$ cat src/rtl/core/assert_macros.svh
// ----------------------------------------------------------------------------
// Assertion macros
// Shared helpers for the concurrent assertions of the vector unit.
// ----------------------------------------------------------------------------
`ifndef ASSERT_MACROS_SVH
`define ASSERT_MACROS_SVH

// Same-cycle implication, disabled while reset is asserted.
`define VEC_ASSERT_IMP(label, clk, rst_n, ante, cons, msg) \
	label: assert property (@(posedge clk) disable iff (!rst_n) (ante) |-> (cons)) \
		else $error(msg);

// Next-cycle implication, disabled while reset is asserted.
`define VEC_ASSERT_NXT(label, clk, rst_n, ante, cons, msg) \
	label: assert property (@(posedge clk) disable iff (!rst_n) (ante) |=> (cons)) \
		else $error(msg);

`endif

$ cat src/rtl/core/vec3_pkg.sv
// ----------------------------------------------------------------------------
// vec3_pkg
// Types, codes and saturation helpers shared by the vector unit.
// ----------------------------------------------------------------------------
`timescale 1ns / 1ps
`default_nettype none

package vec3_pkg;

	typedef enum logic [2:0] {
		KIND_ADD   = 3'd0,
		KIND_SUB   = 3'd1,
		KIND_SCALE = 3'd2,
		KIND_CROSS = 3'd3,
		KIND_DOT   = 3'd4,
		KIND_LEN   = 3'd5,
		KIND_NORM  = 3'd6
	} kind_t;

	typedef struct packed {
		logic [2:0]         kind;
		logic signed [15:0] a_x;
		logic signed [15:0] a_y;
		logic signed [15:0] a_z;
		logic signed [15:0] r_x;
		logic signed [15:0] r_y;
		logic signed [15:0] r_z;
		logic signed [31:0] r_scalar;
		logic [31:0]        sq;
	} vec3_entry_t;

	typedef struct packed {
		logic full;
		logic empty;
	} vec3_qstat_t;

	localparam int QDEPTH = 4;

	function automatic logic signed [15:0] sat16(input logic signed [33:0] v);
		logic signed [15:0] r;
		if (v > 34'sd32767) r = 16'sh7fff;
		else if (v < -34'sd32768) r = 16'sh8000;
		else r = v[15:0];
		return r;
	endfunction

	function automatic logic signed [31:0] sat32(input logic signed [33:0] v);
		logic signed [31:0] r;
		if (v > 34'sd2147483647) r = 32'sh7fffffff;
		else if (v < -34'sd2147483648) r = 32'sh80000000;
		else r = v[31:0];
		return r;
	endfunction

endpackage

`default_nettype wire

$ cat src/rtl/core/vec3_fifo.sv
// ----------------------------------------------------------------------------
// vec3_fifo
// Short queue that decouples the front from the back.
// ----------------------------------------------------------------------------
`timescale 1ns / 1ps
`default_nettype none

module vec3_fifo import vec3_pkg::*; (
	input  wire logic        clk,
	input  wire logic        arst_n,
	input  wire logic        push,
	input  wire vec3_entry_t push_entry,
	input  wire logic        pop,
	output vec3_entry_t      pop_entry,
	output vec3_qstat_t      qstat
);

	localparam int PW = $clog2(QDEPTH);

	vec3_entry_t   mem_q [QDEPTH];
	logic [PW-1:0] wr_ptr_q;
	logic [PW-1:0] rd_ptr_q;
	logic [PW:0]   count_q;

	assign qstat.full  = (count_q == (PW+1)'(QDEPTH));
	assign qstat.empty = (count_q == '0);
	assign pop_entry   = mem_q[rd_ptr_q];

	always_ff @(posedge clk or negedge arst_n) begin
		if (!arst_n) begin
			wr_ptr_q <= '0;
			rd_ptr_q <= '0;
			count_q  <= '0;
		end else begin
			if (push) wr_ptr_q <= wr_ptr_q + 1'b1;
			if (pop) rd_ptr_q <= rd_ptr_q + 1'b1;
			if (push && !pop) count_q <= count_q + 1'b1;
			else if (pop && !push) count_q <= count_q - 1'b1;
		end
	end

	always_ff @(posedge clk) begin
		if (push) mem_q[wr_ptr_q] <= push_entry;
	end

endmodule

`default_nettype wire

$ cat config.mk
export PLATFORM = sky130hd
export DESIGN_NAME = vec3_fifo
export DESIGN_NICKNAME = d
export VERILOG_FILES = /design/src/rtl/core/assert_macros.svh /design/src/rtl/core/vec3_pkg.sv /design/src/rtl/core/vec3_fifo.sv
export SDC_FILE = /design/constraint.sdc
export NUM_CORES = 1
export LEC_CHECK = 0
export BUFFER_PORTS_ARGS = -buffer_cell sky130_fd_sc_hd__buf_4
export CAP_MARGIN = 20
export CORE_ASPECT_RATIO = 2
export CORE_MARGIN = 2
export CORE_UTILIZATION = 40
export CTS_BUF_LIST = sky130_fd_sc_hd__clkbuf_8
export DETAILED_ROUTE_END_ITERATION = 8
export PLACE_DENSITY = 0.56
export SLEW_MARGIN = 20
export SYNTH_ARGS = -nofsm -noshare
export SYNTH_HDL_FRONTEND = slang
export SYNTH_SLANG_ARGS = --single-unit
export TNS_END_PERCENT = 10
$ cat constraint.sdc
create_clock -name clk -period 10.2 [get_ports clk]
set_input_delay 2.04 -clock clk [delete_from_list [all_inputs] [get_ports clk]]
set_output_delay 2.04 -clock clk [all_outputs]
set_load 0.02 [all_outputs]
Word-level counts from Yosys, hierarchy flattened
Memories as Yosys holds them, arrays and structs flattened.
Index checks and enable logic that the tools add are counted.
{"block": "totals", "ff_bits": 7, "inputBits": 167, "memories": 1, "word_cells": 19, "out_inout_bits": 165, "ram_bits": 652}
{"name": "mem_q", "words": 4, "width": 163, "rd": 1, "rd_ports_with_merged_regs": 0, "write_ports": 1, "line_no": "vec3_fifo.sv:20", "rtl": "vec3_entry_t mem_q [QDEPTH];"}
{"block": "classes", "addsub": 4, "n_reduce_logical": 6, "n_eq_ne": 1, "n_mux": 4}
{"op": "3-bit two-way mux", "count": 2}
{"op": "2-bit by 1-bit adder with 2-bit output, second input constant", "count": 2}
{"op": "3-bit by 1-bit adder with 3-bit output, second input constant", "count": 1}
{"op": "3-bit equality test, second input constant", "count": 1}
{"op": "3-bit logical NOT", "count": 1}
{"op": "3-bit by 1-bit subtractor with 3-bit output, second input constant", "count": 1}
{"op": "1-bit logical AND", "count": 2}
{"op": "1-bit logical NOT", "count": 2}
{"op": "1-bit two-way mux", "count": 2}
{"op": "2-bit nonzero test", "count": 1}

Longest topological paths before layout
Gate-level depths: netlist (run 1).
{"block": "logic_depth", "depth_word": 4, "ltp_mapped": 7, "depth_no_buf": 7}

Worst setup path before layout (run 1)
Ideal clock, no wire load.
{"block": "synth_path", "path_kind": "input -> register", "from": "input push", "to": "memory mem_q[1][0] (netlist bit), enable pin", "t_arrival_ns": 5.753, "setup_ns": 0.542, "n_path_buf": 0, "required_time_ns": 9.658, "setup_slack_ns": 3.905, "cell_stages": 1, "cell_sequence": "and2_1"}
{"block": "synth_via", "elab_chain_len": 2}
{"item": "from (decl)", "line_no": "vec3_fifo.sv:11", "rtl": "input wire logic push,"}
{"item": "1-bit two-way mux", "line_no": "vec3_fifo.sv:43", "rtl": "if (push) mem_q[wr_ptr_q] <= push_entry;"}
{"item": "1-bit two-way mux (not written as such)", "line_no": "vec3_fifo.sv:43"}
{"item": "to (decl)", "line_no": "vec3_fifo.sv:20"}
Every way passes these cells.

==> results of run 1 <==
critical path, stage by stage (launching register included):
cell,delay [ns]
sky130_fd_sc_hd__dfrtp_4,0.98
sky130_fd_sc_hd__buf_4,0.80
sky130_fd_sc_hd__mux4_2,0.62
sky130_fd_sc_hd__buf_4,0.18
where the power goes:
group | switching (W) | internal, W
sequential | 0.000192 | 0.00354
combinational | 0.00158 | 0.00127
clock | 0.000948 | 0.000978
total | 0.00272 | 0.00580
cell usage after synthesis (all sizes together), types with 2 or more instances:
cell,number
ha,5
edfxtp,652
nand2,2
mux4,163
buf,35
inv,4
xor2,4
xnor2,2
clkbuf,2
dfrtp,7
and2,4
area by class of cell:
class | count | area [um2] | share of cell area
timing repair buffer | 345 | 2600 | 0.0898
clock buffer | 96 | 1320 | 0.0456
tap | 774 | 968 | 0.0334
inverter | 4 | 15.0 | 0.000518
antenna | 4 | 10.0 | 0.000345
sequential | 659 | 19800 | 0.682
clock inverter | 68 | 412 | 0.0142
multi-input combinational | 186 | 3880 | 0.134
flip-flops by register name, summed over array words and instances, names as in the netlist:
register	count
count_q	3
wr_ptr_q	2
mem_q	652
rd_ptr_q	2
through the flow:
stage               power, W  std cells  utilization
finish               0.00852       2136        0.485
global route         0.00895       2136        0.485
CTS                  0.00871       2132        0.485
detailed placement   0.00675       1968        0.456
global placement     0.00673       1968        0.456
floorplan            0.00571        886            -
worst max path at each step:
stage                               end
after detailed placement  pop_entry[76]
after global placement    pop_entry[49]
after CTS                 pop_entry[76]
after global routing      pop_entry[49]
after floorplan             mem_q[1][0]
final                     pop_entry[49]
placed cells by master (no fill, tap or decap), drive strengths merged:
cell      instances
xor2              4
nor2              1
nor3              1
diode             4
o21ai             1
dfrtp             7
clkinvlp          2
mux2              1
fa                1
and2              4
nand2             2
nor3b             1
edfxtp          652
clkinv           31
buf             345
inv              35
mux4            163
xnor2             2
clkbuf           96
ha                5
bufinv            4
per-layer routing:
metal	GRT usage	vias to the layer above
met4	0.0674	0
met1	0.171	5599
li1	-	4651
met2	0.278	360
met5	0	-
met3	0.0580	74
kinds of logic after synthesis:
family | share of synthesized area
buffers and inverters | 0.0170
multiplexers | 0.153
AO/OA/AOI/OAI | 0.000208
XOR/XNOR | 0.00219
AND/OR/NAND/NOR | 0.00203
flip-flops | 0.822
adder cells (fa/ha/maj) | 0.00344
==> PnR_summary.wiki, run 1 <==
{| class="wikitable"
! Metric !! Value
|-
| Result of the run || complete, no violations
|-
| Number of nets at the end of the flow || 1461
|-
| Cell count of the worst hold path || 1
|-
| Number of antenna violations at the first check in global routing || 4
|-
| Root buffer selected by CTS || sky130_fd_sc_hd__clkbuf_8
|-
| Cell taking the most area after synthesis || sky130_fd_sc_hd__edfxtp_1
|-
| Router iterations before antenna repair || 4
|-
| Sum of met2 wire segment lengths after detailed routing || 26000 um
|-
| Max-Slew Margin vs Limit || 0.296
|-
| Post-Route WL || 48700 um
|-
| Final count of pins violating max slew || 0
|-
| Area growth from synthesis to layout || 20.5%
|-
| TritonCTS Buffers || 92
|-
| Post-route clock period utilization || 0.531
|-
| Worst IR drop on VDD || 194 uV
|-
| Static leakage || 9.88 nW
|-
| Tot GR Track Use || 0.159
|-
| Number of standard-cell rows in the floorplan || 127
|-
| Die height || 351 um
|-
| Crit path time final || 5.42 ns
|-
| Floorplan die area || 0.0622 mm2
|-
| Maximum clock path buffer count || 3
|-
| Fraction of final layout cells with drive strength greater than 1 || 0.464
|-
| Hold worst-path end || count_q[2]
|-
| Mean post-synth cell area || 27.1 um2
|-
| Via Count || 10700
|-
| RSZ-0062 raised after global routing || no
|-
| Weighted congestion reported at the end of routability-driven placement || 0.719
|-
| Leading post-synthesis cells by cell area || sky130_fd_sc_hd__edfxtp_1, sky130_fd_sc_hd__mux4_2, sky130_fd_sc_hd__buf_12
|-
| Post-detail-place hpwl || 29700 um
|-
| Total negative slack || 0 ns
|-
| Worst setup slack for register-to-register paths || 7.33 ns
|-
| Unique masters post-synth || 20
|-
| Worst setup margin || 4.78 ns
|-
| Highest metal layer with signal wires || met4
|-
| Port Buffers || 331
|-
| Post-CTS Hold Buffers || 0
|-
| Share of the synthesized area in the top cell type || 0.815
|-
| Wire length of the first global-routing pass || 72500 um
|-
| Worst setup path class || reg2out
|-
| Final routed wire length divided by cell count || 22.8 um
|-
| Antenna Violating Nets Remaining || 0
|-
| Number of top-level pins || 332
|-
| Clock transition at the registers of the reported paths || 0.07 ns
|-
| H-tree levels || 3
|-
| Number of nets in the synthesized netlist || 1059
|-
| Cells after synthesis || 886
|-
| Iter 0 DRT Violations || 611
|-
| Pwr/cell area || 294 mW/mm2
|-
| Critical path launch point || rd_ptr_q[0]
|-
| Transition at the pin with the smallest max-transition slack || 1.06 ns
|-
| Average vias per placed instance || 5.00
|-
| Main flop type after synthesis || sky130_fd_sc_hd__edfxtp_1
|-
| R2r worst-path depth || 4
|-
| Final clock skew || 0.0299 ns
|-
| Number of inserted filler cells in the final layout || 4989
|-
| Sequential fraction of the synthesis area || 0.822
|-
| Starting utilization of the core area || 0.402
|-
| Fmax || 185 MHz
|-
| Synth warnings || 0
|-
| Reg2Reg Launch Point || wr_ptr_q[0]
|-
| Max-capacitance violation count || 0
|-
| Number of endpoints failing setup at the final stage || 0
|-
| Critical Path Sink Type || output port
|-
| Clock tree from TritonCTS || done
|-
| DIE WIDTH || 177 um
|-
| Destination of the worst register-to-register timing path || mem_q[0][73]
|-
| Signal arrival time at the worst endpoint || 3.38 ns
|-
| Vias in the first global route || 11800
|-
| Total of cells resized after clock tree synthesis || 0
|-
| Post-CTS repair timing setup buffer count || 0
|-
| Post-synthesis sequential element count || 659
|-
| Async set or reset register ratio after synthesis || 0.0106
|-
| Pin count of the biggest net entering global routing || 81
|-
| Critical path required time || 8.16 ns
|-
| Metal1 wirelength || 17200 um
|-
| Post-Synthesis Cell Area || 0.0240 mm2
|-
| DP Worst Slack || 5.36 ns
|-
| Launch instance of the worst min-delay path || count_q[2]
|-
| Remaining DRCs || 0
|-
| Highest fanout seen on the critical path || 47
|-
| Source-to-sink clock delay at the later pin of the worst-skew pair || 0.68 ns
|-
| Startpoint Class || flip-flop
|-
| Final-report hold violation count || 0
|-
| Tightest Hold Check Type || reg2reg
|-
| Routed met3 length || 4040 um
|-
| Clock sink count || 659
|-
| Number of enable-type register cells in the synthesized netlist || 652
|-
| Area of the core region || 0.0597 mm2
|-
| Design Area, Final || 0.0290 mm2
|-
| Total placed instance area || 0.0272 mm2
|-
| Overall overflow remaining after global route || 0
|-
| Min Hold Slack || 0.514 ns
|}
Power figures use the tool's default switching activity.
==> run 2, diff against run 1 <==
--- a/config.mk
+++ b/config.mk
@@ -12,7 +12,7 @@
 export CORE_UTILIZATION = 40
 export CTS_BUF_LIST = sky130_fd_sc_hd__clkbuf_8
 export DETAILED_ROUTE_END_ITERATION = 8
-export PLACE_DENSITY = 0.56
+export PLACE_DENSITY = 0.58
 export SLEW_MARGIN = 20
 export SYNTH_ARGS = -nofsm -noshare
 export SYNTH_HDL_FRONTEND = slang
==> constraint.sdc (replaced) <==
create_clock -name clk -period 4.9 [get_ports clk]
set_input_delay 0.98 -clock clk [delete_from_list [all_inputs] [get_ports clk]]
set_output_delay 0.98 -clock clk [all_outputs]
set_load 0.02 [all_outputs]
==> run 2 against run 1 <==
Compared with the run above:
- global-route usage fell by 0.16 points
- non-clock buffer count rose by 6
- worst setup slack worse by 3.6 ns
- clock power up 100%
- via count increased by 0.18%
- total power increased by 110%
- first-iteration DRC count decreased by 16%
- sequential power increased by 100%
==> PnR_summary.wiki, run 2 (same netlist as run 1, synthesis figures left out) <==
{| class="wikitable"
! Metric !! Value
|-
| Pwr/cell area || 611 mW/mm2
|-
| Transition at the pin with the smallest max-transition slack || 0.970 ns
|-
| Total negative slack || 0 ns
|-
| Starting utilization of the core area || 0.402
|-
| Clock transition at the registers of the reported paths || 0.06 ns
|-
| H-tree levels || 3
|-
| Buffering stage count on the worst path with inverters included || 2
|-
| Worst setup path class || reg2out
|-
| TritonCTS Buffers || 89
|-
| Fraction of final layout cells with drive strength greater than 1 || 0.468
|-
| DIE WIDTH || 177 um
|-
| Iter 0 DRT Violations || 513
|-
| Tightest Hold Check Type || in2async
|-
| Port Buffers || 331
|-
| Area of the core region || 0.0597 mm2
|-
| Floorplan die area || 0.0622 mm2
|-
| Final clock skew || 0.0290 ns
|-
| Source-to-sink clock delay at the later pin of the worst-skew pair || 0.65 ns
|-
| Chain of cells forming the critical path || buf_12, mux4_2, buf_4
|-
| Critical Path Sink Type || output port
|-
| Via Count || 10700
|-
| Average vias per placed instance || 5.02
|-
| Weighted congestion reported at the end of routability-driven placement || 0.703
|-
| Critical path required time || 3.92 ns
|-
| Final core area utilization || 0.487
|-
| Router iterations before antenna repair || 4
|-
| Post-detail-place hpwl || 30000 um
|-
| Final-report hold violation count || 0
|-
| Signal arrival time at the worst endpoint || 2.75 ns
|-
| Critical Path Max Stage Delay || 0.92 ns
|-
| Area growth from synthesis to layout || 21.0%
|-
| Remaining DRCs || 0
|-
| Result of the run || complete, no violations
|-
| Die height || 351 um
|-
| Static leakage || 9.90 nW
|-
| Wire length of the first global-routing pass || 71900 um
|-
| Post-route clock period utilization || 0.762
|-
| Post-Route WL || 48400 um
|-
| Root buffer selected by CTS || sky130_fd_sc_hd__clkbuf_8
|-
| Most common cell after layout, fill and taps aside || sky130_fd_sc_hd__edfxtp_1
|-
| Max-capacitance violation count || 0
|-
| Number of top-level pins || 332
|-
| Highest fanout seen on the critical path || 39
|-
| Vias in the first global route || 11900
|-
| Number of endpoints failing setup at the final stage || 0
|-
| Max-Slew Margin vs Limit || 0.354
|-
| Antenna Violating Nets Remaining || 0
|-
| Post-CTS Hold Buffers || 0
|-
| CP delay by family, top || flip-flops
|-
| Total of cells resized after clock tree synthesis || 0
|-
| Number of antenna violations at the first check in global routing || 5
|-
| Pin count of the biggest net entering global routing || 102
|-
| Number of nets at the end of the flow || 1464
|-
| Number of standard-cell rows in the floorplan || 127
|-
| Flip-flop count of the largest register, all copies and words added || 652
|-
| Clock sink count || 659
|-
| RSZ-0062 raised after global routing || no
|-
| Crit path time final || 3.73 ns
|-
| Number of inserted filler cells in the final layout || 4928
|-
| Registers with the most flip-flops || mem_q x652, count_q x3
|-
| Worst IR drop on VDD || 569 uV
|-
| Maximum clock path buffer count || 3
|-
| Clock tree from TritonCTS || done
|-
| Tot GR Track Use || 0.157
|-
| Overall overflow remaining after global route || 0
|-
| Fmax || 268 MHz
|-
| Post-CTS repair timing setup buffer count || 0
|-
| Startpoint Class || flip-flop
|-
| Final count of pins violating max slew || 0
|-
| Most frequent cells in the layout || sky130_fd_sc_hd__edfxtp_1, sky130_fd_sc_hd__buf_4, sky130_fd_sc_hd__mux4_2, sky130_fd_sc_hd__clkbuf_8, sky130_fd_sc_hd__inv_1
|-
| Final routed wire length divided by cell count || 22.7 um
|-
| Top register by number of flip-flops || mem_q
|-
| Slowest stage cell on the critical path || sky130_fd_sc_hd__dfrtp_4
|}
run 2: cell types whose count changed in the layout (fill, tap and decap cells not counted):
cell                         before  now
sky130_fd_sc_hd__buf_4          344  338
sky130_fd_sc_hd__clkinv_2         9   10
sky130_fd_sc_hd__clkbuf_8        96   92
sky130_fd_sc_hd__clkinvlp_4       2    3
sky130_fd_sc_hd__clkinv_1        21   16
sky130_fd_sc_hd__clkinv_8         1    0
sky130_fd_sc_hd__inv_1           32   30
sky130_fd_sc_hd__diode_2          4    6
sky130_fd_sc_hd__buf_12           1   13
run 2: cell type report:
cell class | instances | area (um2) | area share
Tap cell | 774 | 968 | 0.0333
Inverter | 4 | 15.0 | 0.000516
Clock inverter | 62 | 382 | 0.0131
Clock buffer | 92 | 1270 | 0.0435
Timing Repair Buffer | 351 | 2800 | 0.0962
Multi-Input combinational cell | 186 | 3880 | 0.133
Sequential cell | 659 | 19800 | 0.679
Antenna cell | 6 | 15.0 | 0.000516
run 2: routing by layer:
| layer | up-vias | GRT usage | share of wire | wire, um |
|---|---|---|---|---|
| met2 | 363 | 0.279 | 0.54 | 26200 |
| met1 | 5611 | 0.171 | 0.36 | 17300 |
| met3 | 74 | 0.0503 | 0.075 | 3660 |
| met4 | 0 | 0.0662 | 0.026 | 1260 |
| met5 | - | 0 | 0 | 0 |
| li1 | 4655 | - | - | - |
run 2: stage by stage:
step / power (W) / cells / hold slack, ns / instance area, um2 / setup WS [ns]
floorplan: 0.0119 / 886 / 0.456 / 24000 / -0.315
global placement: 0.0141 / 1974 / 0.483 / 27400 / 1.73
detailed placement: 0.0142 / 1974 / 0.480 / 27400 / 1.72
CTS: 0.0181 / 2128 / 0.0603 / 29100 / 0.988
global route: 0.0186 / 2133 / 0.0824 / 29100 / 0.931
finish: 0.0178 / 2134 / 0.148 / 29100 / 1.17
run 2: path summary, 6_finish.rpt:
check | startpoint | cells past startpoint | to | slack [ns]
max | rd_ptr_q[0] | 3 | pop_entry[77] | 1.17
min | arst_n | 1 | count_q[2] | 0.15
max reg2reg | wr_ptr_q[1] | 4 | mem_q[1][97] | 2.60
min reg2reg | count_q[2] | 1 | count_q[2] | 0.49
max in group asynchronous | arst_n | 1 | rd_ptr_q[1] | 4.60
min in group clk | count_q[2] | 1 | count_q[2] | 0.49
run 2: where the power goes:
group / internal, W / switching (W)
clock network: 0.00196 / 0.00192
logic: 0.00276 / 0.00346
registers: 0.00736 / 0.000296
total: 0.0121 / 0.00567
